==> src/hdl/mch_pkg.sv <==
package mch_pkg;

    localparam int MAX_CELLS  = 256;
    localparam int MAX_REFS   = 4;
    localparam int HASH_BYTES = 32;
    localparam int HASH_WORDS = HASH_BYTES / 8;
    localparam int CIDX_W     = $clog2(MAX_CELLS);
    localparam int HWORD_W    = $clog2(HASH_WORDS);
    localparam int QUEUE_DEPTH = 4;
    localparam logic [8:0] CELL_TOTAL_RST = 9'(MAX_CELLS);

    typedef struct packed {
        logic       first_byte;
        logic [7:0] cell_index;
        logic [7:0] byte_value;
    } in_item_t;

    typedef struct packed {
        logic [63:0] hash_word;
        logic [7:0]  cell_depth;
        logic [2:0]  error_code;
        logic        last;
    } out_item_t;

    typedef enum logic [2:0] {
        ERR_NONE,
        ERR_HASHES,
        ERR_EXOTIC,
        ERR_REFS,
        ERR_BAD_REF
    } err_code_t;

    typedef enum logic [1:0] {
        OP_START,
        OP_DATA,
        OP_FIN,
        OP_ERR
    } op_kind_t;

    typedef struct packed {
        op_kind_t        kind;
        logic [7:0]      data;
        logic            fin;
        logic [2:0]      nref;
        logic [3:0][7:0] child;
        logic [7:0]      idx;
        err_code_t       code;
    } op_t;

    typedef struct packed {
        logic full;
        logic empty;
    } q_stat_t;

    typedef enum logic [3:0] {
        B_IDLE,
        B_DEP_ADDR,
        B_DEP_ZERO,
        B_DEP_VAL,
        B_HASH_ADDR,
        B_HASH_BYTE,
        B_PAD,
        B_ZERO,
        B_LEN,
        B_WAIT,
        B_EMIT,
        B_ERR_OUT
    } back_state_t;

    typedef enum logic {
        SHA_ABSORB,
        SHA_ROUND
    } sha_state_t;

    function automatic logic [31:0] sha_iv(input logic [2:0] i);
        logic [31:0] r;
        case (i)
            3'd0:    r = 32'h6a09e667;
            3'd1:    r = 32'hbb67ae85;
            3'd2:    r = 32'h3c6ef372;
            3'd3:    r = 32'ha54ff53a;
            3'd4:    r = 32'h510e527f;
            3'd5:    r = 32'h9b05688c;
            3'd6:    r = 32'h1f83d9ab;
            default: r = 32'h5be0cd19;
        endcase
        return r;
    endfunction

    function automatic logic [31:0] round_k(input logic [5:0] i);
        logic [31:0] r;
        case (i)
            6'd0:  r = 32'h428a2f98; 6'd1:  r = 32'h71374491;
            6'd2:  r = 32'hb5c0fbcf; 6'd3:  r = 32'he9b5dba5;
            6'd4:  r = 32'h3956c25b; 6'd5:  r = 32'h59f111f1;
            6'd6:  r = 32'h923f82a4; 6'd7:  r = 32'hab1c5ed5;
            6'd8:  r = 32'hd807aa98; 6'd9:  r = 32'h12835b01;
            6'd10: r = 32'h243185be; 6'd11: r = 32'h550c7dc3;
            6'd12: r = 32'h72be5d74; 6'd13: r = 32'h80deb1fe;
            6'd14: r = 32'h9bdc06a7; 6'd15: r = 32'hc19bf174;
            6'd16: r = 32'he49b69c1; 6'd17: r = 32'hefbe4786;
            6'd18: r = 32'h0fc19dc6; 6'd19: r = 32'h240ca1cc;
            6'd20: r = 32'h2de92c6f; 6'd21: r = 32'h4a7484aa;
            6'd22: r = 32'h5cb0a9dc; 6'd23: r = 32'h76f988da;
            6'd24: r = 32'h983e5152; 6'd25: r = 32'ha831c66d;
            6'd26: r = 32'hb00327c8; 6'd27: r = 32'hbf597fc7;
            6'd28: r = 32'hc6e00bf3; 6'd29: r = 32'hd5a79147;
            6'd30: r = 32'h06ca6351; 6'd31: r = 32'h14292967;
            6'd32: r = 32'h27b70a85; 6'd33: r = 32'h2e1b2138;
            6'd34: r = 32'h4d2c6dfc; 6'd35: r = 32'h53380d13;
            6'd36: r = 32'h650a7354; 6'd37: r = 32'h766a0abb;
            6'd38: r = 32'h81c2c92e; 6'd39: r = 32'h92722c85;
            6'd40: r = 32'ha2bfe8a1; 6'd41: r = 32'ha81a664b;
            6'd42: r = 32'hc24b8b70; 6'd43: r = 32'hc76c51a3;
            6'd44: r = 32'hd192e819; 6'd45: r = 32'hd6990624;
            6'd46: r = 32'hf40e3585; 6'd47: r = 32'h106aa070;
            6'd48: r = 32'h19a4c116; 6'd49: r = 32'h1e376c08;
            6'd50: r = 32'h2748774c; 6'd51: r = 32'h34b0bcb5;
            6'd52: r = 32'h391c0cb3; 6'd53: r = 32'h4ed8aa4a;
            6'd54: r = 32'h5b9cca4f; 6'd55: r = 32'h682e6ff3;
            6'd56: r = 32'h748f82ee; 6'd57: r = 32'h78a5636f;
            6'd58: r = 32'h84c87814; 6'd59: r = 32'h8cc70208;
            6'd60: r = 32'h90befffa; 6'd61: r = 32'ha4506ceb;
            6'd62: r = 32'hbef9a3f7;
            default: r = 32'hc67178f2;
        endcase
        return r;
    endfunction

endpackage

==> src/hdl/mch_queue.sv <==
module mch_queue (
    input  logic              aclk,
    input  logic              aresetn,
    input  logic              push,
    input  mch_pkg::op_t      push_op,
    input  logic              pop,
    output mch_pkg::op_t      head_op,
    output mch_pkg::q_stat_t  q_stat
);
    import mch_pkg::*;

    localparam int PTR_W = $clog2(QUEUE_DEPTH);

    op_t              mem_reg [QUEUE_DEPTH];
    logic [PTR_W-1:0] wp_reg, rp_reg;
    logic [PTR_W:0]   cnt_reg;

    assign head_op      = mem_reg[rp_reg];
    assign q_stat.full  = (cnt_reg == (PTR_W+1)'(QUEUE_DEPTH));
    assign q_stat.empty = (cnt_reg == '0);

    always_ff @(posedge aclk) begin
        if (push) begin
            mem_reg[wp_reg] <= push_op;
        end
    end

    always_ff @(posedge aclk) begin
        if (!aresetn) begin
            wp_reg  <= '0;
            rp_reg  <= '0;
            cnt_reg <= '0;
        end else begin
            if (push) begin
                wp_reg <= wp_reg + 1'b1;
            end
            if (pop) begin
                rp_reg <= rp_reg + 1'b1;
            end
            cnt_reg <= cnt_reg + (PTR_W+1)'(push) - (PTR_W+1)'(pop);
        end
    end

endmodule

==> config.mk <==
export PLATFORM = sky130hd
export DESIGN_NAME = mch_queue
export DESIGN_NICKNAME = d
export VERILOG_FILES = /design/src/hdl/mch_pkg.sv /design/src/hdl/mch_queue.sv
export SDC_FILE = /design/constraint.sdc
export NUM_CORES = 1
export LEC_CHECK = 0
export BUFFER_PORTS_ARGS = -buffer_cell sky130_fd_sc_hd__buf_2
export CORE_AREA = 4 4 144 146
export DETAILED_ROUTE_END_ITERATION = 8
export DIE_AREA = 0 0 148 150
export PLACE_DENSITY = 0.71
export SETUP_SLACK_MARGIN = 0.02
export SYNTH_ARGS = -nofsm -noshare
export SYNTH_HDL_FRONTEND = slang
export SYNTH_SLANG_ARGS = --single-unit
==> constraint.sdc <==
create_clock -name aclk -period 3.92 [get_ports aclk]
set_input_delay 0.784 -clock aclk [delete_from_list [all_inputs] [get_ports aclk]]
set_output_delay 0.784 -clock aclk [all_outputs]
set_load 0.03 [all_outputs]
==> flow_summary_export.csv <==
group,metric,value,unit
run_status,status,"finished, final reports clean",
drt,drt-pass1-iter-count,4,
yosys,synthTopCellsByCount,"edfxtp_1 (228), mux4_2 (57), dfxtp_1 (9)",
floorplanning,rows,51,
clocking,post_cts_buffers,0,
global_routing,grt_use_met1,0.179,
placed_design,gp_congestion,0.680,
clocking,path_clk_slew,60,ps
yosys,syn_inst,340,
critical_path,crit_type,"reg2out",
final_layout,diodes,0,
floorplanning,start_util,0.446,
critical_path,reg2reg_from,"cnt_reg[0]$_SDFF_PN0_",
global_routing,met2_usage,0.239,
final_layout,fillCellCount,1562,
drt,wl_per_cell,20.1,µm
final_layout,stdcell_area,0.0103,mm²
drt,antenna_left,0,
yosys,syn-cell-area,0.00866,mm²
floorplanning,core_area,0.0194,mm²
final_layout,final_util,0.529,
critical_path,cp-end-kind,"output port",
global_routing,antenna_found_initial,2,
floorplanning,ios,120,
final_layout,drive_gt1_frac,0.441,
power,p_sw_frac,0.232,
global_routing,grt_use_total,0.139,
yosys,yosysSeqAreaShare,0.811,
clocking,clk_path_buf_depth,3,
global_routing,grt_pass1_wl,24000,µm
critical_path,critPathMaxFanout,29,
clocking,cts_root_buffer,"clkbuf_16",
yosys,yosysWarnings,0,
final_layout,syn2layout_area_growth,18.4,%
floorplanning,fp.dieH,150,µm
final_layout,seqCellArea,0.00703,mm²
clocking,worstSkewPairLatency,500,ps
clocking,hold_buffers,0,
power,clockPowerShare,0.360,
power,p_total,5.67,mW
min_path,min_from,"push_op[6]",
global_routing,grt_pass1_vias,4341,
power,irDropWorstVdd,0.000283,V
global_routing,grtUsageMet3,0.0360,
yosys,yosys.cell_types.count,20,
yosys,synth_ff_type,"edfxtp_1",
final_layout,multiInputGateArea,0.00153,mm²
clocking,cts_resized,0,
placed_design,placed_area,0.00954,mm²
sta,hold_slack,494,ps
global_routing,overflow,0,
flow_run,cap_violations,0,
sta,maxSlewHeadroom,0.391,
final_layout,largest_register_ffs,228,
sta,setup_viol,0,
critical_path,crit_required,3140,ps
placed_design,detailed_place_hpwl,8620,µm
power,p_int,4.35,mW
power,seqPwrFrac,0.526,
power,switchingPower,1.32,mW
final_layout,fin_nets,542,
clocking,cts_tree,"yes",
yosys,avgSynthCellArea,25.5,µm²
clocking,cts_num_sinks,237,
sta,slew_viol_final,0,
floorplanning,die_w,148,µm
placed_design,io_buffers,119,
critical_path,start_kind,"flop",
power,p_leak,3.46,nW
floorplanning,dieArea,0.0222,mm²
sta,tns,0,ps
yosys,yosys-top-cells-area,"edfxtp_1 (79%), mux4_2 (15%), dfxtp_1 (2.1%), ha_1 (0.87%), buf_6 (0.52%)",
drt,drc,0,
sta,min_period,3160,ps
drt,vias_per_cell,5.11,
sta,rsz0062_at_grt,"no",
clocking,cts_inserted_buffers,24,
critical_path,worstPathArrival,2380,ps
sta,period_share,0.806,
global_routing,grt_max_degree,58,
sta,hold_viol_final,0,
drt,routed_wl,15200,µm
drt,drt_iter0_drc,232,
yosys,synthArstFlopShare,0,
drt,num_vias,3866,
global_routing,top_usage_layer,"met2",
power,power.density,553,mW/mm²
yosys,postSynthNetCount,408,
clocking,h-tree-depth,1,
yosys,synth-edff-count,228,
sta,fmax,0.316,GHz
yosys,synth_most_common_cell,"edfxtp_1",
yosys,yosys.area.top_type_share,0.791,
sta,finalClockSkew,20.6,ps
yosys,synth.ff_latch_count,237,
sta,tightestPinTransition,913,ps
yosys,synth_top_cell_by_area,"edfxtp_1",
power,p_comb_frac,0.114,
min_path,min_path_type,"in2reg",
layout by cell type (no fill, tap or decap), types with 2 or more instances in the layout:
cell	n
nor2_1	5
ha_1	6
and2_4	4
clkbuf_1	8
clkinv_1	3
and2_1	2
clkinv_2	6
xnor2_1	2
dfxtp_4	2
mux4_2	57
clkbuf_16	25
edfxtp_1	228
buf_2	119
dfxtp_1	7
inv_1	7
worst max-delay path, cell delays in order, from the launching register on:
cell	delay (ps)
dfxtp_4	720
buf_12	340
mux4_2	560
buf_2	190
layer usage:
layer  vias up  wire length, µm
met3        26             1000
met5         -               26
met1      2014             6200
met4         4              259
li1       1706                -
met2       116             7720
per-stage QoR:
| step | setup slack (ps) | instances |
|---|---|---|
| after CTS | 663 | 757 |
| after floorplan | 1360 | 340 |
| after detailed placement | 1200 | 713 |
| after global placement | 1180 | 713 |
| after global routing | 562 | 757 |
| final | 760 | 757 |
kinds of logic (layout without fill, tap and decap cells):
logic type               count (synthesis)  in the layout  synth area share
buffers and inverters                   19            171            0.0131
flip-flops                             237            237             0.811
adder cells (fa/ha/maj)                  7              7            0.0110
XOR/XNOR                                 3              3           0.00477
AO/OA/AOI/OAI                            2              2           0.00173
AND/OR/NAND/NOR                         14             14           0.00867
multiplexers                            58             58             0.149
power by group through the flow:
stage               combinational, mW  clock, mW  sequential (mW)
floorplan                       0.486          0             2.99
global placement                0.647          0             3.03
detailed placement              0.658          0             3.04
CTS                             0.661       2.11             2.98
global route                    0.694       2.22             2.99
finish                          0.647       2.04             2.98
final cells by class:
cell class,instances,share of cell area
Sequential cell,237,0.686
Multi-Input combinational cell,84,0.149
Clock buffer,34,0.0653
Timing Repair Buffer,120,0.0600
Tap cell,265,0.0323
Clock inverter,10,0.00476
Inverter,7,0.00256
worst paths after layout:
| check | end | slack (ps) | cells after the start |
|---|---|---|---|
| max reg2reg | cnt_reg[2]$_SDFF_PN0_ | 2120 | 7 |
| max | head_op[19] | 760 | 3 |
| min | mem_reg[3][6]$_DFFE_PP_ | 490 | 1 |
| min reg2reg | rp_reg[1]$_SDFFE_PN0P_ | 520 | 2 |
Note: power is estimated with default switching activity, not from simulation.
