## config.mk

```make
export PLATFORM = sky130hd
export DESIGN_NAME = mch_sha
export DESIGN_NICKNAME = d
export VERILOG_FILES = /design/src/hdl/mch_pkg.sv /design/src/hdl/mch_sha.sv
export SDC_FILE = /design/constraint.sdc
export NUM_CORES = 2
export LEC_CHECK = 0
export BUFFER_PORTS_ARGS = -buffer_cell sky130_fd_sc_hd__buf_2
export CORE_MARGIN = 2
export CORE_UTILIZATION = 35
export DETAILED_ROUTE_END_ITERATION = 10
export HOLD_SLACK_MARGIN = 0.03
export PLACE_DENSITY = 0.59
export SKIP_LAST_GASP = 1
export SYNTH_ARGS = -nofsm -noshare
export SYNTH_HDL_FRONTEND = slang
export SYNTH_SLANG_ARGS = --single-unit
export TNS_END_PERCENT = 50
```

## constraint.sdc

```tcl
create_clock -name aclk -period 14.2 [get_ports aclk]
set_clock_uncertainty 0.2 [all_clocks]
set_input_delay 1.42 -clock aclk [delete_from_list [all_inputs] [get_ports aclk]]
set_output_delay 1.42 -clock aclk [all_outputs]
set_load 0.02 [all_outputs]
```

## src/hdl/mch_pkg.sv

```systemverilog
package mch_pkg;

    localparam int MAX_CELLS  = 256;
    localparam int MAX_REFS   = 4;
    localparam int HASH_BYTES = 32;
    localparam int HASH_WORDS = HASH_BYTES / 8;
    localparam int CIDX_W     = $clog2(MAX_CELLS);
    localparam int HWORD_W    = $clog2(HASH_WORDS);
    localparam int QUEUE_DEPTH = 4;
    localparam logic [8:0] CELL_TOTAL_RST = 9'(MAX_CELLS);

    typedef struct packed {
        logic       first_byte;
        logic [7:0] cell_index;
        logic [7:0] byte_value;
    } in_item_t;

    typedef struct packed {
        logic [63:0] hash_word;
        logic [7:0]  cell_depth;
        logic [2:0]  error_code;
        logic        last;
    } out_item_t;

    typedef enum logic [2:0] {
        ERR_NONE,
        ERR_HASHES,
        ERR_EXOTIC,
        ERR_REFS,
        ERR_BAD_REF
    } err_code_t;

    typedef enum logic [1:0] {
        OP_START,
        OP_DATA,
        OP_FIN,
        OP_ERR
    } op_kind_t;

    typedef struct packed {
        op_kind_t        kind;
        logic [7:0]      data;
        logic            fin;
        logic [2:0]      nref;
        logic [3:0][7:0] child;
        logic [7:0]      idx;
        err_code_t       code;
    } op_t;

    typedef struct packed {
        logic full;
        logic empty;
    } q_stat_t;

    typedef enum logic [3:0] {
        B_IDLE,
        B_DEP_ADDR,
        B_DEP_ZERO,
        B_DEP_VAL,
        B_HASH_ADDR,
        B_HASH_BYTE,
        B_PAD,
        B_ZERO,
        B_LEN,
        B_WAIT,
        B_EMIT,
        B_ERR_OUT
    } back_state_t;

    typedef enum logic {
        SHA_ABSORB,
        SHA_ROUND
    } sha_state_t;

    function automatic logic [31:0] sha_iv(input logic [2:0] i);
        logic [31:0] r;
        case (i)
            3'd0:    r = 32'h6a09e667;
            3'd1:    r = 32'hbb67ae85;
            3'd2:    r = 32'h3c6ef372;
            3'd3:    r = 32'ha54ff53a;
            3'd4:    r = 32'h510e527f;
            3'd5:    r = 32'h9b05688c;
            3'd6:    r = 32'h1f83d9ab;
            default: r = 32'h5be0cd19;
        endcase
        return r;
    endfunction

    function automatic logic [31:0] round_k(input logic [5:0] i);
        logic [31:0] r;
        case (i)
            6'd0:  r = 32'h428a2f98; 6'd1:  r = 32'h71374491;
            6'd2:  r = 32'hb5c0fbcf; 6'd3:  r = 32'he9b5dba5;
            6'd4:  r = 32'h3956c25b; 6'd5:  r = 32'h59f111f1;
            6'd6:  r = 32'h923f82a4; 6'd7:  r = 32'hab1c5ed5;
            6'd8:  r = 32'hd807aa98; 6'd9:  r = 32'h12835b01;
            6'd10: r = 32'h243185be; 6'd11: r = 32'h550c7dc3;
            6'd12: r = 32'h72be5d74; 6'd13: r = 32'h80deb1fe;
            6'd14: r = 32'h9bdc06a7; 6'd15: r = 32'hc19bf174;
            6'd16: r = 32'he49b69c1; 6'd17: r = 32'hefbe4786;
            6'd18: r = 32'h0fc19dc6; 6'd19: r = 32'h240ca1cc;
            6'd20: r = 32'h2de92c6f; 6'd21: r = 32'h4a7484aa;
            6'd22: r = 32'h5cb0a9dc; 6'd23: r = 32'h76f988da;
            6'd24: r = 32'h983e5152; 6'd25: r = 32'ha831c66d;
            6'd26: r = 32'hb00327c8; 6'd27: r = 32'hbf597fc7;
            6'd28: r = 32'hc6e00bf3; 6'd29: r = 32'hd5a79147;
            6'd30: r = 32'h06ca6351; 6'd31: r = 32'h14292967;
            6'd32: r = 32'h27b70a85; 6'd33: r = 32'h2e1b2138;
            6'd34: r = 32'h4d2c6dfc; 6'd35: r = 32'h53380d13;
            6'd36: r = 32'h650a7354; 6'd37: r = 32'h766a0abb;
            6'd38: r = 32'h81c2c92e; 6'd39: r = 32'h92722c85;
            6'd40: r = 32'ha2bfe8a1; 6'd41: r = 32'ha81a664b;
            6'd42: r = 32'hc24b8b70; 6'd43: r = 32'hc76c51a3;
            6'd44: r = 32'hd192e819; 6'd45: r = 32'hd6990624;
            6'd46: r = 32'hf40e3585; 6'd47: r = 32'h106aa070;
            6'd48: r = 32'h19a4c116; 6'd49: r = 32'h1e376c08;
            6'd50: r = 32'h2748774c; 6'd51: r = 32'h34b0bcb5;
            6'd52: r = 32'h391c0cb3; 6'd53: r = 32'h4ed8aa4a;
            6'd54: r = 32'h5b9cca4f; 6'd55: r = 32'h682e6ff3;
            6'd56: r = 32'h748f82ee; 6'd57: r = 32'h78a5636f;
            6'd58: r = 32'h84c87814; 6'd59: r = 32'h8cc70208;
            6'd60: r = 32'h90befffa; 6'd61: r = 32'ha4506ceb;
            6'd62: r = 32'hbef9a3f7;
            default: r = 32'hc67178f2;
        endcase
        return r;
    endfunction

endpackage

```

## src/hdl/mch_sha.sv

```systemverilog
module mch_sha (
    input  logic         aclk,
    input  logic         aresetn,
    input  logic         start,
    input  logic         put_valid,
    input  logic [7:0]   put_byte,
    output logic         put_ready,
    output logic         busy,
    output logic [5:0]   fill,
    output logic [255:0] digest
);
    import mch_pkg::*;

    function automatic logic [31:0] rotr(input logic [31:0] x, input int n);
        return (x >> n) | (x << (32 - n));
    endfunction

    sha_state_t  st_reg, st_next;
    logic [31:0] h_reg [8];
    logic [31:0] v_reg [8];
    logic [31:0] w_reg [16];
    logic [23:0] acc_reg;
    logic [5:0]  fill_reg, fill_eff;
    logic [6:0]  rnd_reg;
    logic        put_acc;
    logic [31:0] t1, t2, w_new, s0e, s1e, ch, maj;

    assign put_acc  = put_valid && put_ready;
    assign fill_eff = start ? 6'd0 : fill_reg;
    assign fill     = fill_reg;

    always_comb begin
        st_next = st_reg;
        unique case (st_reg)
            SHA_ABSORB: if (put_acc && fill_eff == 6'd63) st_next = SHA_ROUND;
            SHA_ROUND:  if (rnd_reg == 7'd64) st_next = SHA_ABSORB;
            default:    st_next = SHA_ABSORB;
        endcase
    end

    always_comb begin
        put_ready = 1'b0;
        busy      = 1'b0;
        unique case (st_reg)
            SHA_ABSORB: put_ready = 1'b1;
            SHA_ROUND:  busy = 1'b1;
            default:    busy = 1'b0;
        endcase
    end

    always_comb begin
        s1e = rotr(v_reg[4], 6) ^ rotr(v_reg[4], 11) ^ rotr(v_reg[4], 25);
        ch  = (v_reg[4] & v_reg[5]) ^ (~v_reg[4] & v_reg[6]);
        t1  = v_reg[7] + s1e + ch + round_k(rnd_reg[5:0]) + w_reg[0];
        s0e = rotr(v_reg[0], 2) ^ rotr(v_reg[0], 13) ^ rotr(v_reg[0], 22);
        maj = (v_reg[0] & v_reg[1]) ^ (v_reg[0] & v_reg[2]) ^ (v_reg[1] & v_reg[2]);
        t2  = s0e + maj;
        w_new = (rotr(w_reg[14], 17) ^ rotr(w_reg[14], 19) ^ (w_reg[14] >> 10))
              + w_reg[9]
              + (rotr(w_reg[1], 7) ^ rotr(w_reg[1], 18) ^ (w_reg[1] >> 3))
              + w_reg[0];
    end

    for (genvar i = 0; i < 8; i++) begin : g_dig
        assign digest[255 - 32*i -: 32] = h_reg[i];
    end

    always_ff @(posedge aclk) begin
        if (!aresetn) begin
            st_reg   <= SHA_ABSORB;
            fill_reg <= 6'd0;
            rnd_reg  <= 7'd0;
        end else begin
            st_reg <= st_next;
            if (start) begin
                fill_reg <= 6'd0;
            end
            if (put_acc) begin
                fill_reg <= fill_eff + 6'd1;
            end
            if (st_reg == SHA_ROUND) begin
                rnd_reg <= (rnd_reg == 7'd64) ? 7'd0 : rnd_reg + 7'd1;
            end
        end
    end

    always_ff @(posedge aclk) begin
        if (!aresetn) begin
            for (int i = 0; i < 8; i++) begin
                h_reg[i] <= sha_iv(3'(i));
            end
        end else if (start) begin
            for (int i = 0; i < 8; i++) begin
                h_reg[i] <= sha_iv(3'(i));
            end
        end else if (st_reg == SHA_ROUND && rnd_reg == 7'd64) begin
            for (int i = 0; i < 8; i++) begin
                h_reg[i] <= h_reg[i] + v_reg[i];
            end
        end
    end

    always_ff @(posedge aclk) begin
        if (put_acc) begin
            acc_reg <= {acc_reg[15:0], put_byte};
            if (fill_eff[1:0] == 2'd3) begin
                for (int i = 0; i < 15; i++) begin
                    w_reg[i] <= w_reg[i+1];
                end
                w_reg[15] <= {acc_reg, put_byte};
            end
        end else if (st_reg == SHA_ROUND && rnd_reg != 7'd64) begin
            for (int i = 0; i < 15; i++) begin
                w_reg[i] <= w_reg[i+1];
            end
            w_reg[15] <= w_new;
        end
        if (st_reg == SHA_ABSORB) begin
            for (int i = 0; i < 8; i++) begin
                v_reg[i] <= h_reg[i];
            end
            if (put_acc && fill_eff == 6'd63 && start) begin
                for (int i = 0; i < 8; i++) begin
                    v_reg[i] <= sha_iv(3'(i));
                end
            end
        end else if (rnd_reg != 7'd64) begin
            v_reg[7] <= v_reg[6];
            v_reg[6] <= v_reg[5];
            v_reg[5] <= v_reg[4];
            v_reg[4] <= v_reg[3] + t1;
            v_reg[3] <= v_reg[2];
            v_reg[2] <= v_reg[1];
            v_reg[1] <= v_reg[0];
            v_reg[0] <= t1 + t2;
        end
    end

endmodule

```

==> qor.txt <==
post-cts resize count = 0
required time of the critical path = 14.49 ns
mean area per synthesized cell = 11.2 um^2
number of nets with antenna violations after routing = 0
Final Hold Violating Endpoints = 0
critical path's most frequent cell = sky130_fd_sc_hd__fa_1
effective utilization at floorplan = 35.3%
GR Util All Layers = 22.6%
detailed-routing iteration count for the pre-antenna-repair pass = 6
Setup crit start = v_reg[0][129]$_DFFE_PP_
global-route wire length before repair = 312 mm
count of warnings emitted by yosys = 0
Pins Over Slew Limit = 0
buffers from clock root to sink, at most = 3
category of the worst setup path launch point = flop
Max-Cap Viols = 0
total power per unit cell area = 135 nW/um^2
standby leakage power = 27.5 nW
register area share after synthesis = 49.0%
shortest period the worst path allows = 8.27 ns
full die area = 189000 um^2
Filler cells = 17700
Post-synth EDFFs = 984
kind of critical path = reg2reg
root cell of the clock tree = sky130_fd_sc_hd__clkbuf_16
area of the mapped netlist = 64800 um^2
post-layout utilization of the core = 39.7%
count of state elements after synthesis = 1094
wire per inst = 25.4 um
path depth of the worst reg2reg path = 30
area of the multi-input gates = 31000 um^2
Finish-stage setup viols = 0
internal reg-to-reg setup slack = 5.93 ns
DR DRC count = 0
run status = completed
final wirelength = 217 mm
initial antenna violation count = 7
Hold Worst Slack = 0.190 ns
Worst Setup Slack, final = 5.93 ns
start of the worst register-to-register path = v_reg[0][129]$_DFFE_PP_
global placer's final weighted congestion = 0.957
Clock Latency Late Sink = 0.77 ns
number of core rows = 157
number of global-route vias before repair = 44500
post-synthesis cell type count = 99
Achievable Freq = 0.121 GHz
fraction of synthesis flops using an asynchronous set or reset pin = 0%
count of inserted antenna diode cells = 0
highest ir drop seen on vdd = 0.000133 V
clock-pin slew of the registers on the worst-case setup and hold paths = 0.06 ns
CTS buffer count = 121
reg2reg end = v_reg[0][31]$_DFFE_PP_
net count after synthesis = 6385
worst max-slew margin expressed relative to the limit = 18.3%
area overhead of the layout relative to synthesis = 12.5%
area used by sequential logic in the layout = 31800 um^2
endpoint type of the worst setup path = flop
Horiz. Die Dim = 434 um
cell with the biggest individual delay on the critical path = sky130_fd_sc_hd__edfxtp_1
top flip-flop cell by instance count after synthesis = sky130_fd_sc_hd__edfxtp_1
CORE AREA = 183000 um^2
number of buffers inserted by port buffering = 275
RSZ-0062 raised after global routing = false
detailed router's first-iteration violation count = 4471
peak per-stage delay on the critical path = 0.53 ns
Worst Path Arrival = 8.56 ns
Worst setup endpoint = v_reg[0][31]$_DFFE_PP_
min-delay worst type = reg2reg
via count = 46800
placed cell count = 8336
y dimension of the die = 434 um
share of final-layout standard cells stronger than drive strength 1 = 11.6%
fin crit share = 58.3%
most frequent cells in the layout = sky130_fd_sc_hd__edfxtp_1 (984), sky130_fd_sc_hd__nand2_1 (513), sky130_fd_sc_hd__ha_1 (391), sky130_fd_sc_hd__nor2_1 (389), sky130_fd_sc_hd__a21oi_1 (387)
count of hold buffers inserted by post-cts repair = 0
Hold Path Depth = 0
cell count after synthesis = 5787
Pwr Total = 9.85 mW
transition time at the pin with the least slew margin = 1.22 ns
pin count of the biggest net entering global routing = 204
most common library cell in the layout ignoring fill and taps = sky130_fd_sc_hd__edfxtp_1
half-perimeter wire length of the detailed placement result = 164 mm
number of non-filler instances in the completed layout = 8558
top fanout value on the critical path = 7
Placement Setup Slack = 5.94 ns
gr ovfl total = 0
number of nets in the layout = 6593
synth top area cells = sky130_fd_sc_hd__edfxtp_1 (46%), sky130_fd_sc_hd__ha_1 (7.5%), sky130_fd_sc_hd__fa_1 (6.0%)
drt via density = 5.46
TritonCTS clock tree = built
number of placed I/O pins = 276
flip-flop count of the largest register, all copies and words added = 512
fraction of synthesized cell area taken by the top area cell type = 45.6%
clk sink count = 1094
buffer count from post-CTS setup fixing = 0
number of levels in the clock H-tree = 3
Yosys top cell by area = sky130_fd_sc_hd__edfxtp_1
power breakdown:
part | switching, mW | internal, mW
Sequential | 0.0603 | 3.51
Combinational | 1.86 | 1.17
Clock | 1.37 | 1.89
Total | 3.29 | 6.57
how the worst min path moves through the flow:
stage | from | endpoint | slack, ns
3_5_place_dp | w_reg[11][21]$_DFFE_PP_ | w_reg[10][21]$_DFFE_PP_ | 0.20
5_1_grt | w_reg[4][17]$_DFFE_PP_ | w_reg[3][17]$_DFFE_PP_ | 0.20
2_1_floorplan | w_reg[11][0]$_DFFE_PP_ | w_reg[10][0]$_DFFE_PP_ | 0.20
3_3_place_gp | w_reg[10][5]$_DFFE_PP_ | w_reg[9][5]$_DFFE_PP_ | 0.20
4_1_cts | w_reg[4][17]$_DFFE_PP_ | w_reg[3][17]$_DFFE_PP_ | 0.20
6_report | w_reg[4][17]$_DFFE_PP_ | w_reg[3][17]$_DFFE_PP_ | 0.19
synthesized netlist by cell type (27+ instances only):
master	n
sky130_fd_sc_hd__edfxtp_1	984
sky130_fd_sc_hd__nand2_1	520
sky130_fd_sc_hd__ha_1	391
sky130_fd_sc_hd__nor2_1	391
sky130_fd_sc_hd__a21oi_1	387
sky130_fd_sc_hd__xnor2_1	373
sky130_fd_sc_hd__o21ai_0	327
sky130_fd_sc_hd__inv_1	318
sky130_fd_sc_hd__a21o_1	197
sky130_fd_sc_hd__fa_1	195
sky130_fd_sc_hd__clkbuf_1	193
sky130_fd_sc_hd__xor2_1	184
sky130_fd_sc_hd__mux2_2	127
sky130_fd_sc_hd__dfxtp_1	110
sky130_fd_sc_hd__nor3_1	85
sky130_fd_sc_hd__nand3_1	80
sky130_fd_sc_hd__a31oi_1	77
sky130_fd_sc_hd__nand2b_1	71
sky130_fd_sc_hd__o21a_1	58
sky130_fd_sc_hd__a211oi_1	56
sky130_fd_sc_hd__o21bai_1	51
sky130_fd_sc_hd__nor2b_1	46
sky130_fd_sc_hd__and3_1	45
sky130_fd_sc_hd__o211ai_1	37
sky130_fd_sc_hd__o2bb2ai_1	30
sky130_fd_sc_hd__or3_1	27
metrics by stage:
step,instance area (um^2),TNS [ns]
after floorplan,64800,-6.48
after global placement,68800,0
after detailed placement,68800,0
after CTS,72900,0
after global routing,72900,0
final,72900,0
metal layers:
metal	up-vias	global-route usage [%]	wire length, um
li1	21400	-	-
met1	23400	31.2	95200
met2	1643	36.2	100000
met3	330	2.71	12400
met4	4	8.72	9240
met5	-	0	21
layout make-up:
type                    instances  area share [%]
repair buffers                326            2.43
well taps                    2464            4.23
clock inverters                76            1.21
clock buffers                 146            4.37
multi-input cells            4129            42.5
inverters                     323            1.67
flip-flops and latches       1094            43.6
kinds of logic (layout without fill, tap and decap cells):
family / count (synthesis) / after routing / share of synthesized area [%]
multiplexers: 136 / 136 / 2.34
adder cells (fa/ha/maj): 590 / 590 / 13.6
flip-flops: 1094 / 1094 / 49.0
AND/OR/NAND/NOR: 1380 / 1380 / 9.63
buffers and inverters: 564 / 871 / 3.32
AO/OA/AOI/OAI: 1466 / 1466 / 14.6
XOR/XNOR: 557 / 557 / 7.52
critical path, delay by kind of cell, from the launching register on:
family | cells | cell delay [ns]
buf+inv | 4 | 0.27
compound gates | 14 | 3.05
simple gates | 2 | 0.22
flops | 1 | 0.53
xor+xnor | 3 | 0.72
fa+ha+maj | 7 | 3.00
No activity file was read; power rests on OpenSTA's default activity.
