[config.mk]
export PLATFORM = sky130hd
export DESIGN_NAME = mch_front
export DESIGN_NICKNAME = d
export VERILOG_FILES = /design/src/hdl/mch_pkg.sv /design/src/hdl/mch_front.sv
export SDC_FILE = /design/constraint.sdc
export NUM_CORES = 1
export LEC_CHECK = 0
export BUFFER_PORTS_ARGS = -buffer_cell sky130_fd_sc_hd__buf_4
export CORE_AREA = 2 2 99 110
export DETAILED_ROUTE_END_ITERATION = 8
export DIE_AREA = 0 0 101 112
export PLACE_DENSITY_LB_ADDON = 0.15
export SYNTH_ARGS = -nofsm -noshare
export SYNTH_HDL_FRONTEND = slang
export SYNTH_SLANG_ARGS = --single-unit
[constraint.sdc]
create_clock -name aclk -period 11.7 [get_ports aclk]
set_input_delay 3.51 -clock aclk [delete_from_list [all_inputs] [get_ports aclk]]
set_output_delay 3.51 -clock aclk [all_outputs]
set_load 0.05 [all_outputs]
[src/hdl/mch_pkg.sv]
package mch_pkg;

    localparam int MAX_CELLS  = 256;
    localparam int MAX_REFS   = 4;
    localparam int HASH_BYTES = 32;
    localparam int HASH_WORDS = HASH_BYTES / 8;
    localparam int CIDX_W     = $clog2(MAX_CELLS);
    localparam int HWORD_W    = $clog2(HASH_WORDS);
    localparam int QUEUE_DEPTH = 4;
    localparam logic [8:0] CELL_TOTAL_RST = 9'(MAX_CELLS);

    typedef struct packed {
        logic       first_byte;
        logic [7:0] cell_index;
        logic [7:0] byte_value;
    } in_item_t;

    typedef struct packed {
        logic [63:0] hash_word;
        logic [7:0]  cell_depth;
        logic [2:0]  error_code;
        logic        last;
    } out_item_t;

    typedef enum logic [2:0] {
        ERR_NONE,
        ERR_HASHES,
        ERR_EXOTIC,
        ERR_REFS,
        ERR_BAD_REF
    } err_code_t;

    typedef enum logic [1:0] {
        OP_START,
        OP_DATA,
        OP_FIN,
        OP_ERR
    } op_kind_t;

    typedef struct packed {
        op_kind_t        kind;
        logic [7:0]      data;
        logic            fin;
        logic [2:0]      nref;
        logic [3:0][7:0] child;
        logic [7:0]      idx;
        err_code_t       code;
    } op_t;

    typedef struct packed {
        logic full;
        logic empty;
    } q_stat_t;

    typedef enum logic [3:0] {
        B_IDLE,
        B_DEP_ADDR,
        B_DEP_ZERO,
        B_DEP_VAL,
        B_HASH_ADDR,
        B_HASH_BYTE,
        B_PAD,
        B_ZERO,
        B_LEN,
        B_WAIT,
        B_EMIT,
        B_ERR_OUT
    } back_state_t;

    typedef enum logic {
        SHA_ABSORB,
        SHA_ROUND
    } sha_state_t;

    function automatic logic [31:0] sha_iv(input logic [2:0] i);
        logic [31:0] r;
        case (i)
            3'd0:    r = 32'h6a09e667;
            3'd1:    r = 32'hbb67ae85;
            3'd2:    r = 32'h3c6ef372;
            3'd3:    r = 32'ha54ff53a;
            3'd4:    r = 32'h510e527f;
            3'd5:    r = 32'h9b05688c;
            3'd6:    r = 32'h1f83d9ab;
            default: r = 32'h5be0cd19;
        endcase
        return r;
    endfunction

    function automatic logic [31:0] round_k(input logic [5:0] i);
        logic [31:0] r;
        case (i)
            6'd0:  r = 32'h428a2f98; 6'd1:  r = 32'h71374491;
            6'd2:  r = 32'hb5c0fbcf; 6'd3:  r = 32'he9b5dba5;
            6'd4:  r = 32'h3956c25b; 6'd5:  r = 32'h59f111f1;
            6'd6:  r = 32'h923f82a4; 6'd7:  r = 32'hab1c5ed5;
            6'd8:  r = 32'hd807aa98; 6'd9:  r = 32'h12835b01;
            6'd10: r = 32'h243185be; 6'd11: r = 32'h550c7dc3;
            6'd12: r = 32'h72be5d74; 6'd13: r = 32'h80deb1fe;
            6'd14: r = 32'h9bdc06a7; 6'd15: r = 32'hc19bf174;
            6'd16: r = 32'he49b69c1; 6'd17: r = 32'hefbe4786;
            6'd18: r = 32'h0fc19dc6; 6'd19: r = 32'h240ca1cc;
            6'd20: r = 32'h2de92c6f; 6'd21: r = 32'h4a7484aa;
            6'd22: r = 32'h5cb0a9dc; 6'd23: r = 32'h76f988da;
            6'd24: r = 32'h983e5152; 6'd25: r = 32'ha831c66d;
            6'd26: r = 32'hb00327c8; 6'd27: r = 32'hbf597fc7;
            6'd28: r = 32'hc6e00bf3; 6'd29: r = 32'hd5a79147;
            6'd30: r = 32'h06ca6351; 6'd31: r = 32'h14292967;
            6'd32: r = 32'h27b70a85; 6'd33: r = 32'h2e1b2138;
            6'd34: r = 32'h4d2c6dfc; 6'd35: r = 32'h53380d13;
            6'd36: r = 32'h650a7354; 6'd37: r = 32'h766a0abb;
            6'd38: r = 32'h81c2c92e; 6'd39: r = 32'h92722c85;
            6'd40: r = 32'ha2bfe8a1; 6'd41: r = 32'ha81a664b;
            6'd42: r = 32'hc24b8b70; 6'd43: r = 32'hc76c51a3;
            6'd44: r = 32'hd192e819; 6'd45: r = 32'hd6990624;
            6'd46: r = 32'hf40e3585; 6'd47: r = 32'h106aa070;
            6'd48: r = 32'h19a4c116; 6'd49: r = 32'h1e376c08;
            6'd50: r = 32'h2748774c; 6'd51: r = 32'h34b0bcb5;
            6'd52: r = 32'h391c0cb3; 6'd53: r = 32'h4ed8aa4a;
            6'd54: r = 32'h5b9cca4f; 6'd55: r = 32'h682e6ff3;
            6'd56: r = 32'h748f82ee; 6'd57: r = 32'h78a5636f;
            6'd58: r = 32'h84c87814; 6'd59: r = 32'h8cc70208;
            6'd60: r = 32'h90befffa; 6'd61: r = 32'ha4506ceb;
            6'd62: r = 32'hbef9a3f7;
            default: r = 32'hc67178f2;
        endcase
        return r;
    endfunction

endpackage

[src/hdl/mch_front.sv]
module mch_front (
    input  logic              aclk,
    input  logic              aresetn,
    input  logic              s_valid,
    output logic              s_ready,
    input  mch_pkg::in_item_t s_data,
    input  logic              cfg_wr_en,
    input  logic [8:0]        cfg_wr_data,
    input  mch_pkg::q_stat_t  q_stat,
    output logic              push,
    output mch_pkg::op_t      op
);
    import mch_pkg::*;

    logic            busy_reg, busy_next;
    logic [7:0]      d1_reg, d1_next;
    logic [7:0]      d2_reg, d2_next;
    logic [7:0]      cnt_reg, cnt_next;
    logic [7:0]      idx_reg, idx_next;
    logic [3:0][7:0] child_reg, child_next;
    logic [8:0]      total_reg;
    logic [7:0]      d2_eff, ndata, b, slot;
    logic [2:0]      nref;

    assign s_ready = !q_stat.full;
    assign b       = s_data.byte_value;
    assign nref    = d1_reg[2:0];
    assign d2_eff  = (cnt_reg == 8'd1) ? b : d2_reg;
    assign ndata   = {1'b0, d2_eff[7:1]} + {7'b0, d2_eff[0]};
    assign slot    = cnt_reg - 8'd2 - ndata;

    always_comb begin
        busy_next  = busy_reg;
        d1_next    = d1_reg;
        d2_next    = d2_reg;
        cnt_next   = cnt_reg;
        idx_next   = idx_reg;
        child_next = child_reg;
        push       = 1'b0;
        op         = '0;
        op.kind    = OP_DATA;
        op.code    = ERR_NONE;
        op.data    = b;
        if (s_valid && s_ready) begin
            if (s_data.first_byte) begin
                idx_next = s_data.cell_index;
                d1_next  = b;
                d2_next  = 8'd0;
                cnt_next = 8'd1;
                busy_next = 1'b0;
                push     = 1'b1;
                if (b[4]) begin
                    op.kind = OP_ERR;
                    op.code = ERR_HASHES;
                end else if (b[3]) begin
                    op.kind = OP_ERR;
                    op.code = ERR_EXOTIC;
                end else if (b[2:0] > 3'(MAX_REFS)) begin
                    op.kind = OP_ERR;
                    op.code = ERR_REFS;
                end else begin
                    op.kind   = OP_START;
                    busy_next = 1'b1;
                end
            end else if (busy_reg) begin
                if (cnt_reg == 8'd1) begin
                    d2_next = b;
                    push    = 1'b1;
                end else if (cnt_reg < 8'd2 + ndata) begin
                    push = 1'b1;
                end else if (b <= idx_reg || {1'b0, b} >= total_reg
                             || {1'b0, b} >= 9'(MAX_CELLS)) begin
                    push      = 1'b1;
                    op.kind   = OP_ERR;
                    op.code   = ERR_BAD_REF;
                    busy_next = 1'b0;
                end else begin
                    child_next[slot[1:0]] = b;
                end
                if (busy_next) begin
                    cnt_next = cnt_reg + 8'd1;
                    if (cnt_next == 8'd2 + ndata + {5'b0, nref}) begin
                        busy_next = 1'b0;
                        if (push) begin
                            op.fin = 1'b1;
                        end else begin
                            push    = 1'b1;
                            op.kind = OP_FIN;
                        end
                    end
                end
            end
        end
        op.nref  = d1_next[2:0];
        op.child = child_next;
        op.idx   = idx_next;
    end

    always_ff @(posedge aclk) begin
        if (!aresetn) begin
            busy_reg  <= 1'b0;
            d1_reg    <= 8'd0;
            d2_reg    <= 8'd0;
            cnt_reg   <= 8'd0;
            idx_reg   <= 8'd0;
            total_reg <= CELL_TOTAL_RST;
        end else begin
            busy_reg <= busy_next;
            d1_reg   <= d1_next;
            d2_reg   <= d2_next;
            cnt_reg  <= cnt_next;
            idx_reg  <= idx_next;
            if (cfg_wr_en) begin
                total_reg <= cfg_wr_data;
            end
        end
    end

    always_ff @(posedge aclk) begin
        child_reg <= child_next;
    end

endmodule

==> results of run 1 <==
==> through the flow <==
step | hold WS, ns | instance area (um2)
2_1_floorplan | 0.460 | 4410
3_3_place_gp | 0.456 | 5120
3_5_place_dp | 0.463 | 5120
4_1_cts | 0.477 | 5390
5_1_grt | 0.485 | 5410
6_report | 0.471 | 5410
==> worst register-to-register path: stages (launching register included) <==
cell and delay [ns]:
dfxtp_1 0.42, ha_1 0.18, nor4b_2 0.42, nand2_1 0.41
o21ai_0 0.37, ha_2 0.34, xnor2_1 0.17, ha_1 0.33
nand2b_1 0.09, mux2i_1 0.19, o211ai_1 0.13, a32oi_1 0.38
inv_1 0.09, ha_1 0.31, a32o_1 0.20, nand2b_1 0.28
o211ai_4 0.20, nor4b_4 0.24, buf_4 0.21, mux2_2 0.36
==> power by group <==
group          internal, mW  switching, mW  total (mW)
logic                0.0346         0.0593      0.0939
registers             0.239        0.00218       0.241
clock network         0.143          0.101       0.244
==> logic make-up (layout without fill, tap and decap cells) <==
kind of cell / Yosys count / after routing / share of synthesized area (%)
compound gates: 93 / 93 / 15.4
flops: 69 / 69 / 31.3
simple gates: 143 / 143 / 18.2
mux: 53 / 53 / 13.3
buf+inv: 68 / 147 / 6.67
xor+xnor: 30 / 30 / 5.96
fa+ha+maj: 31 / 31 / 9.14
==> cell type report <==
class                           instances  area, um2
Sequential cell                        69       1380
Timing Repair Buffer                   98        748
Multi-Input combinational cell        350       2740
Clock inverter                          6       40.0
Tap cell                              123        154
Inverter                               33        124
Fill cell                             955       4830
Clock buffer                           10        229
==> Yosys cell counts, types with 3 or more instances <==
master and instances:
xnor2_1 23, and2_1 14, nand4b_1 3, mux2i_1 17, buf_4 8, inv_1 33
a31oi_1 6, nor2_1 30, nand4_1 5, a21oi_1 10, a32o_1 3, mux2_2 35
dfxtp_1 69, nor2b_1 3, buf_2 6, o2bb2ai_1 3, o211ai_1 4, a211oi_1 3
ha_1 27, nand2b_1 5, and4_1 5, o21a_1 6, and3_1 9, nand2_1 32
clkbuf_1 19, o21ai_0 18, xor2_1 7, a22oi_1 9, a21o_1 11, nor3_1 13
a311o_1 3, nand3_1 13
==> routing by layer <==
metal,share of wire [%],wire length (um),vias up,GRT usage [%]
met5,0,0,-,0
met4,1.5,174,0,6.67
met3,4.9,562,12,4.65
met2,48,5540,92,34.9
met1,45,5220,1850,27.5
li1,-,-,1865,-
==> placed cells by master, fill, tap and decap left out, types with 2 or more instances in the layout <==
| master | instances |
|---|---|
| a32o_1 | 3 |
| a311o_1 | 3 |
| nand3_1 | 13 |
| and2_1 | 14 |
| a22oi_1 | 9 |
| a211oi_1 | 3 |
| mux2_2 | 35 |
| clkinv_4 | 2 |
| a21o_1 | 11 |
| clkbuf_16 | 9 |
| o21ai_0 | 18 |
| nand4b_1 | 3 |
| a31oi_1 | 6 |
| nor4_4 | 2 |
| inv_1 | 33 |
| nor3b_1 | 2 |
| nor3_1 | 13 |
| nor2b_1 | 3 |
| nand2_1 | 32 |
| nand2b_1 | 5 |
| a21bo_2 | 2 |
| clkinv_2 | 3 |
| a21oi_1 | 10 |
| nand3b_1 | 2 |
| xor2_1 | 7 |
| o21a_1 | 6 |
| xnor2_1 | 23 |
| dfxtp_1 | 69 |
| mux2i_1 | 17 |
| o2bb2ai_1 | 3 |
| o211ai_1 | 4 |
| ha_1 | 26 |
| o31ai_1 | 2 |
| nor2_1 | 30 |
| buf_4 | 97 |
| nand4_1 | 5 |
| and3_1 | 9 |
| fa_1 | 2 |
| and4_1 | 5 |
==> repair_timing <==
| action | in CTS | in global routing |
|---|---|---|
| setup buffers | 0 | 1 |
| gates resized for setup | 0 | 1 |
| hold buffers | 0 | 0 |
| endpoints found under the hold margin | 0 | 0 |
| endpoints found under the setup margin | 0 | 22 |
==> worst paths after layout <==
check,endpoint,slack (ns),from
worst max-delay path,op[39],0.37,s_data[0]
worst min-delay path,child_reg[13],0.47,child_reg[13]
worst max register to register,child_reg[28],6.27,cnt_reg[0]
worst min register to register,child_reg[13],0.47,child_reg[13]
==> impl_metrics.csv, run 1 <==
group,metric,value,unit
run,maxCapViolCount,0,
clocking,clock_tree.htree_level_count,3,
clocking,cts_max_path_buffers,2,
timing,finalSetupViolCount,0,
drt,detail-route-antenna-nets,0,
critical_path,cp_max_fo,9,
drt,drtPass1Iterations,4,
critical_path,max_stage_delay,0.38,ns
timing,hold_violations,0,
placement,hpwl_reported_at_the_end_of_detailed_placement,8.30,mm
timing,slew_violations,0,
global_routing,gr-usage-all-layers,21.2,%
global_routing,grt_pass1_wl,18.8,mm
synthesis,netlist_instances,487,
critical_path,cp_top_family,"compound AO/OA/AOI/OAI gates",
pwr,power.density_cell_area,107,nW/um2
timing,fin_crit_sh,96.8,%
clocking,cts-buffers-inserted,9,
timing,tns,0,ns
die,core-area,10200,um2
synthesis,synth_area_per_cell,9.05,um2
critical_path,worst-endpoint-arrival,7.82,ns
timing,setup_slack,0.373,ns
cells_and_area,finalNonFillerCells,689,
critical_path,path_common_cell,"buf_4",
cells_and_area,antenna_cells_inserted,0,
cells_and_area,final_net_count,622,
die,start_util,43.0,%
hold_path,hold_class,"reg2reg",
synthesis,post_synth_top_area_cell,"dfxtp_1",
global_routing,overflow,0,
clocking,numClockSinks,69,
pwr,max-vdd-ir-drop,0.0985,mV
die,die-area,11300,um2
synthesis,ys_types,61,
synthesis,syn_area,4410,um2
clocking,clock_latency,0.33,ns
drt,avgRoutedWirePerCell,16.7,um
cells_and_area,final_layout_size_suffix_gt1_share,28.8,%
cells_and_area,largest_register_ff_count,32,
cells_and_area,flow.area_growth_from_synthesis,22.8,%
critical_path,ff2ff_path_depth,19,
die,fp.dieW,101,um
critical_path,crit_path_end_kind,"output pin",
global_routing,first_global_vias,3743,
timing,worst_clock_skew,0.00867,ns
synthesis,fraction_of_synthesis_flops_using_an_asynchronous_set_or_reset_pin,0,%
drt,route.detailed.drc,0,
critical_path,timing.critical_path.required,8.19,ns
critical_path,crit_cells,19,
status,outcome,"finished clean",
synthesis,synth_area_leaders,"dfxtp_1 (31%), mux2_2 (8.9%), ha_1 (7.7%), xnor2_1 (4.6%), mux2i_1 (3.9%)",
hold_path,timing.hold.worst_path_depth,1,
global_routing,grt_antenna_before_repair,0,
die,pin_count,91,
synthesis,yosysWarningCount,0,
synthesis,synth.top_cell.area_share,31.3,%
drt,vias,3819,
global_routing,grt_max_degree,25,
placement,placement.setup.worst_slack,0.318,ns
drt,initialDrtViolationCount,126,
synthesis,synth_enable_flop_cells,0,
clocking,clkSlewWorstSetupHoldPaths,0.06,ns
synthesis,ys_seq_area_share,31.3,%
timing,period_minus_slack,11.33,ns
timing,timing.max_slew.rel_slack,26.6,%
timing,timing.fmax,88.3,MHz
synthesis,synthesis.nets,548,
pwr,design_power_total,579,uW
critical_path,crit_chain,"buf_4 -> inv_1 -> o21ai_0 -> ha_2 -> xnor2_1 -> ha_1 -> nand2b_1 -> mux2i_1 -> o211ai_1 -> a32oi_1 -> inv_1 -> ha_1 -> a32o_1 -> nand2b_1 -> o211ai_4 -> nor4b_4 -> buf_4 -> mux2_2 -> buf_4",
clocking,cts.root.buffer_cell,"clkbuf_16",
critical_path,timing.critical_path.buf_inv,5,
placement,place.detailed.instances,672,
pwr,power_leakage,2.31,nW
placement,port_buffer_count,89,
cells_and_area,utilization,52.8,%
drt,routed_wl,11.5,mm
synthesis,synth_top_flop_cell,"dfxtp_1",
die,fp-row-count,39,
drt,routed_via_density,5.54,
critical_path,slowest_stage,"a32oi_1",
timing,rsz_0062_raised_after_global_routing,"false",
synthesis,synth.ff_latch_count,69,
clocking,tritoncts,"done",
critical_path,path_class,"in2out",
critical_path,cp-start-kind,"primary input",
timing,tightestPinTransition,1.10,ns
placement,finalWeightedCongestion,0.847,
die,dieHeight,112,um
(Power assumes the default switching activity.)
==> run 2: changes to the inputs <==
--- a/config.mk
+++ b/config.mk
@@ -6,9 +6,11 @@
 export NUM_CORES = 1
 export LEC_CHECK = 0
 export BUFFER_PORTS_ARGS = -buffer_cell sky130_fd_sc_hd__buf_4
-export CORE_AREA = 2 2 99 110
+export CELL_PAD_IN_SITES_DETAIL_PLACEMENT = 1
+export CELL_PAD_IN_SITES_GLOBAL_PLACEMENT = 1
+export CORE_AREA = 2 2 130 145
 export DETAILED_ROUTE_END_ITERATION = 8
-export DIE_AREA = 0 0 101 112
+export DIE_AREA = 0 0 132 147
 export PLACE_DENSITY_LB_ADDON = 0.15
 export SYNTH_ARGS = -nofsm -noshare
 export SYNTH_HDL_FRONTEND = slang
==> run 2 against run 1 <==
  * Final area increased by 2.5%
  * Die area increased by 72%
  * Register-to-register slack gained 0.02 ns
  * Non-clock buffer count decreased by 1
  * Sequential share of layout area is 0.63 points lower
  * Worst hold slack better by 0.0010 ns
==> impl_metrics.csv, run 2 (synthesized netlist as in run 1, its figures left out) <==
group,metric,value,unit
cells_and_area,largest_register_ff_count,32,
global_routing,gr-usage-all-layers,15.1,%
die,fp.dieW,132,um
cells_and_area,final_net_count,621,
clocking,tritoncts,"done",
status,outcome,"finished clean",
placement,hpwl_reported_at_the_end_of_detailed_placement,10.7,mm
die,start_util,24.5,%
drt,routed_wl,14.0,mm
timing,fin_crit_sh,96.6,%
clocking,clock_latency,0.34,ns
cells_and_area,antenna_cells_inserted,0,
hold_path,hold_path.startpoint,"child_reg[19]",
run,maxCapViolCount,0,
drt,vias,3877,
drt,drtPass1Iterations,4,
clocking,clock_tree.htree_level_count,3,
cells_and_area,final_cell_mix,"buf_4 (97), dfxtp_1 (69), mux2_2 (35)",
clocking,cts_post_setup_buffers_inserted,0,
timing,finalSetupViolCount,0,
die,core-area,18000,um2
drt,routed_via_density,4.80,
cells_and_area,layout.filler_cells,2082,
pwr,power_leakage,2.31,nW
critical_path,worst-endpoint-arrival,7.79,ns
pwr,max-vdd-ir-drop,0.0722,mV
placement,finalWeightedCongestion,0.758,
clocking,clkSlewWorstSetupHoldPaths,0.05,ns
clocking,cts_repair_resize_count,0,
critical_path,crit_path_end_kind,"output pin",
cells_and_area,finalNonFillerCells,808,
global_routing,grt_max_degree,25,
critical_path,worstSetupStartpoint,"s_data[0]",
die,pin_count,91,
timing,slew_violations,0,
placement,place.detailed.instances,792,
timing,tns,0,ns
clocking,cts.root.buffer_cell,"clkbuf_16",
die,dieHeight,147,um
critical_path,cp-start-kind,"primary input",
hold_path,hold_class,"reg2reg",
timing,period_minus_slack,11.30,ns
timing,hold_violations,0,
timing,setup_slack,0.398,ns
critical_path,cp_max_fo,9,
cells_and_area,final_common_cell,"buf_4",
global_routing,grt_pass1_wl,22.7,mm
pwr,power.density_cell_area,107,nW/um2
cells_and_area,final_layout_size_suffix_gt1_share,28.7,%
drt,route.detailed.drc,0,
placement,placement.setup.worst_slack,0.350,ns
die,fp-row-count,52,
clocking,cts_hold_buf,0,
timing,rsz_0062_raised_after_global_routing,"false",
clocking,numClockSinks,69,
pwr,design_power_total,591,uW
clocking,cts_max_path_buffers,2,
drt,initialDrtViolationCount,131,
cells_and_area,flow.area_growth_from_synthesis,25.9,%
critical_path,rr_startpoint,"cnt_reg[0]",
placement,port_buffer_count,89,
critical_path,timing.critical_path.required,8.19,ns
global_routing,overflow,0,
global_routing,grt_antenna_before_repair,0,
timing,worst_clock_skew,0.00453,ns
timing,timing.max_slew.rel_slack,24.2,%
timing,timing.hold.ws,0.472,ns
global_routing,first_global_vias,4135,
die,die-area,19400,um2
timing,tightestPinTransition,1.13,ns
clocking,cts-buffers-inserted,9,
timing,timing.fmax,88.5,MHz
critical_path,path_class,"in2out",
drt,detail-route-antenna-nets,0,
drt,avgRoutedWirePerCell,17.4,um
==> run 2: cell count changes in the layout (fill, tap and decap cells not counted), sizes merged <==
cell	change
buf	-1
clkinv	-1
clkinvlp	+1
==> run 2: worst paths after layout <==
kind	to	slack (ns)	cells past startpoint
worst max-delay path	op[40]	0.40	19
worst min-delay path	child_reg[19]	0.47	1
worst max register to register	child_reg[29]	6.29	19
worst min register to register	child_reg[19]	0.47	1
==> run 2: critical path, stage by stage <==
cell,delay (ns)
buf_4,0.14
inv_1,0.09
o21ai_0,0.24
ha_1,0.27
buf_4,0.17
and3_1,0.22
xnor2_1,0.14
nand2_1,0.07
o21ai_0,0.12
xor2_1,0.50
ha_1,0.34
a21o_1,0.17
maj3_2,0.30
maj3_4,0.37
o211ai_4,0.37
nor4b_4,0.07
buf_4,0.20
mux2_2,0.29
buf_4,0.19
==> run 2: final cells by class <==
class | instances | area [um2] | area share (%)
clock buffers | 10 | 239 | 4.31
flip-flops and latches | 69 | 1380 | 24.9
clock inverters | 6 | 38.8 | 0.699
inverters | 33 | 124 | 2.23
repair buffers | 97 | 728 | 13.1
multi-input cells | 350 | 2730 | 49.3
well taps | 243 | 304 | 5.48
==> run 2: metal layers <==
metal	wire, um	vias to the layer above	GRT usage, %
li1	-	1865	-
met2	7140	77	26.5
met5	0	-	0
met3	647	11	3.97
met1	6000	1924	17.6
met4	231	0	5.22
==> run 2: through the flow <==
stage | util (%) | area [um2]
global placement | 29.2 | 5270
global route | 30.8 | 5550
finish | 30.8 | 5550
floorplan | - | 4410
CTS | 30.8 | 5550
detailed placement | 29.2 | 5270
==> run 2: power breakdown <==
| part | switching [mW] | internal [mW] |
|---|---|---|
| combinational | 0.0614 | 0.0348 |
| sequential | 0.00220 | 0.239 |
| clock | 0.106 | 0.148 |
==> run 3: changes to the inputs <==
==> constraint.sdc (replaced) <==
create_clock -name aclk -period 11.7 [get_ports aclk]
set_input_delay 0.585 -clock aclk [delete_from_list [all_inputs] [get_ports aclk]]
set_output_delay 0.585 -clock aclk [all_outputs]
set_load 0.05 [all_outputs]
==> run 3 against run 2 <==
  * Global-route usage shrank 0.12 points
  * Utilization up 0.12 points
  * Clock skew about the same
  * Die area did not move
  * Wire length rose by 0.15%
  * Via count shrank 1.2%
  * Fmax up 58%
  * Register-to-register slack got worse by 0.72 ns
  * Worst hold slack improved by 0.0031 ns
  * Clock-buffer cell count up 1
  * Largest power group unchanged
==> impl_metrics.csv, run 3 (synthesized netlist as in run 1, its figures left out) <==
group,metric,value,unit
status,outcome,"finished clean",
timing,period_minus_slack,7.13,ns
critical_path,ff2ff_path_depth,18,
clocking,clock_latency,0.33,ns
cells_and_area,final_common_cell,"buf_4",
timing,hold_violations,0,
die,fp-row-count,52,
clocking,cts_post_setup_buffers_inserted,0,
critical_path,timing.critical_path.required,11.12,ns
clocking,clock_tree.htree_level_count,3,
pwr,power.density_cell_area,119,nW/um2
critical_path,reg2reg_setup_slack,5.57,ns
hold_path,timing.hold.worst_path_depth,1,
clocking,cts_repair_resize_count,0,
drt,detail-route-antenna-nets,0,
cells_and_area,flow.area_growth_from_synthesis,26.3,%
cells_and_area,layout.filler_cells,2089,
clocking,clkSlewWorstSetupHoldPaths,0.06,ns
hold_path,hold_class,"reg2reg",
global_routing,grt_antenna_before_repair,0,
timing,tightestPinTransition,1.12,ns
timing,finalSetupViolCount,0,
cells_and_area,final_layout_size_suffix_gt1_share,27.6,%
hold_path,worst_hold_endpoint,"child_reg[8]",
drt,routed_wl,14.0,mm
global_routing,grt_max_degree,25,
global_routing,first_global_vias,4071,
cells_and_area,design_area,5570,um2
drt,avgRoutedWirePerCell,17.6,um
cells_and_area,final_net_count,613,
critical_path,cp_max_fo,13,
cells_and_area,largest_register_ff_count,32,
die,pin_count,91,
die,core-area,18000,um2
clocking,cts.root.buffer_cell,"clkbuf_16",
die,die-area,19400,um2
cells_and_area,register_cell_area_after_layout,1380,um2
hold_path,hold_path.startpoint,"child_reg[8]",
placement,finalWeightedCongestion,0.794,
run,maxCapViolCount,0,
cells_and_area,finalNonFillerCells,800,
critical_path,cp-start-kind,"flip-flop",
clocking,tritoncts,"done",
drt,route.detailed.drc,0,
placement,post_place_cell_area,5210,um2
die,dieHeight,147,um
critical_path,crit_chain,"ha_1 -> nor4b_2 -> nand2_1 -> o21ai_0 -> ha_1 -> xnor2_1 -> ha_1 -> nand2b_1 -> mux2i_1 -> o211ai_1 -> a32oi_1 -> inv_1 -> ha_1 -> a32o_1 -> nand2b_1 -> o211ai_4 -> nor4_4 -> mux2_2 -> buf_4",
critical_path,rr_startpoint,"cnt_reg[0]",
drt,vias,3830,
timing,timing.max_slew.rel_slack,25.0,%
drt,routed_via_density,4.79,
global_routing,grt_pass1_wl,22.6,mm
pwr,max-vdd-ir-drop,0.0874,mV
clocking,cts_max_path_buffers,2,
critical_path,max_stage_delay,0.59,ns
drt,drtPass1Iterations,6,
placement,port_buffer_count,89,
global_routing,overflow,0,
timing,fin_crit_sh,61.0,%
timing,timing.fmax,140,MHz
cells_and_area,antenna_cells_inserted,0,
critical_path,slowest_stage,"ha_1",
timing,rsz_0062_raised_after_global_routing,"false",
cells_and_area,multiInputGateArea,2730,um2
clocking,cts_hold_buf,0,
cells_and_area,final_cell_mix,"buf_4 (89), dfxtp_1 (69), mux2_2 (35)",
clocking,cts-buffers-inserted,9,
placement,place.detailed.instances,784,
critical_path,worst-endpoint-arrival,6.55,ns
pwr,power_leakage,2.31,nW
critical_path,timing.rr.end,"child_reg[13]",
timing,slew_violations,0,
timing,worst_clock_skew,0.00478,ns
timing,tns,0,ns
clocking,numClockSinks,69,
timing,timing.hold.ws,0.475,ns
die,start_util,24.5,%
global_routing,gr-usage-all-layers,14.9,%
critical_path,crit_path_end_kind,"output pin",
critical_path,path_common_cell,"ha_1",
placement,hpwl_reported_at_the_end_of_detailed_placement,10.5,mm
die,fp.dieW,132,um
critical_path,path_class,"reg2out",
drt,initialDrtViolationCount,107,
-- run 3: per-stage QoR --
stage	utilization (%)	setup WS [ns]	power (mW)
finish	30.9	4.57	0.663
floorplan	-	6.02	0.310
detailed placement	28.9	4.86	0.342
CTS	30.9	4.47	0.674
global placement	28.9	4.94	0.341
global route	30.9	3.94	0.692
-- run 3: critical path, delay by kind of cell, from the launching register on --
| family | cells | cell delay, ns |
|---|---|---|
| DFF | 1 | 0.41 |
| AOI/OAI and AO/OA | 5 | 1.40 |
| buffers and inverters | 2 | 0.27 |
| xor gates and xnor gates | 1 | 0.34 |
| muxes | 2 | 0.61 |
| adders and majority gates | 4 | 1.46 |
| and+or+nand+nor | 5 | 1.69 |
-- run 3: worst max-delay path by stage --
stage	slack, ns	startpoint	to	cells past startpoint
2_1_floorplan	6.02	cnt_reg[4]	op[55]	18
3_3_place_gp	4.94	cnt_reg[0]	op[23]	19
3_5_place_dp	4.86	cnt_reg[0]	op[24]	19
4_1_cts	4.47	cnt_reg[0]	op[26]	19
5_1_grt	3.94	cnt_reg[0]	op[23]	19
6_report	4.57	cnt_reg[0]	op[24]	19
-- run 3: power breakdown --
| part | internal, mW | total [mW] | leakage, nW | switching [mW] |
|---|---|---|---|---|
| sequential | 0.239 | 0.241 | 0.558 | 0.00220 |
| combinational | 0.0342 | 0.0954 | 1.58 | 0.0612 |
| clock | 0.220 | 0.327 | 0.172 | 0.107 |
-- run 3: layout make-up --
| class | instances | area share [%] |
|---|---|---|
| Tap cell | 243 | 5.46 |
| Inverter | 33 | 2.22 |
| Timing Repair Buffer | 89 | 12.0 |
| Clock buffer | 11 | 4.54 |
| Clock inverter | 5 | 1.91 |
| Multi-Input combinational cell | 350 | 49.1 |
| Sequential cell | 69 | 24.8 |
-- run 3: layer usage --
metal,vias to the layer above,GRT usage (%),share of wire [%]
met5,-,0,0
li1,1854,-,-
met4,0,4.73,1.5
met3,14,3.38,3.9
met2,70,25.9,50
met1,1892,18.4,44
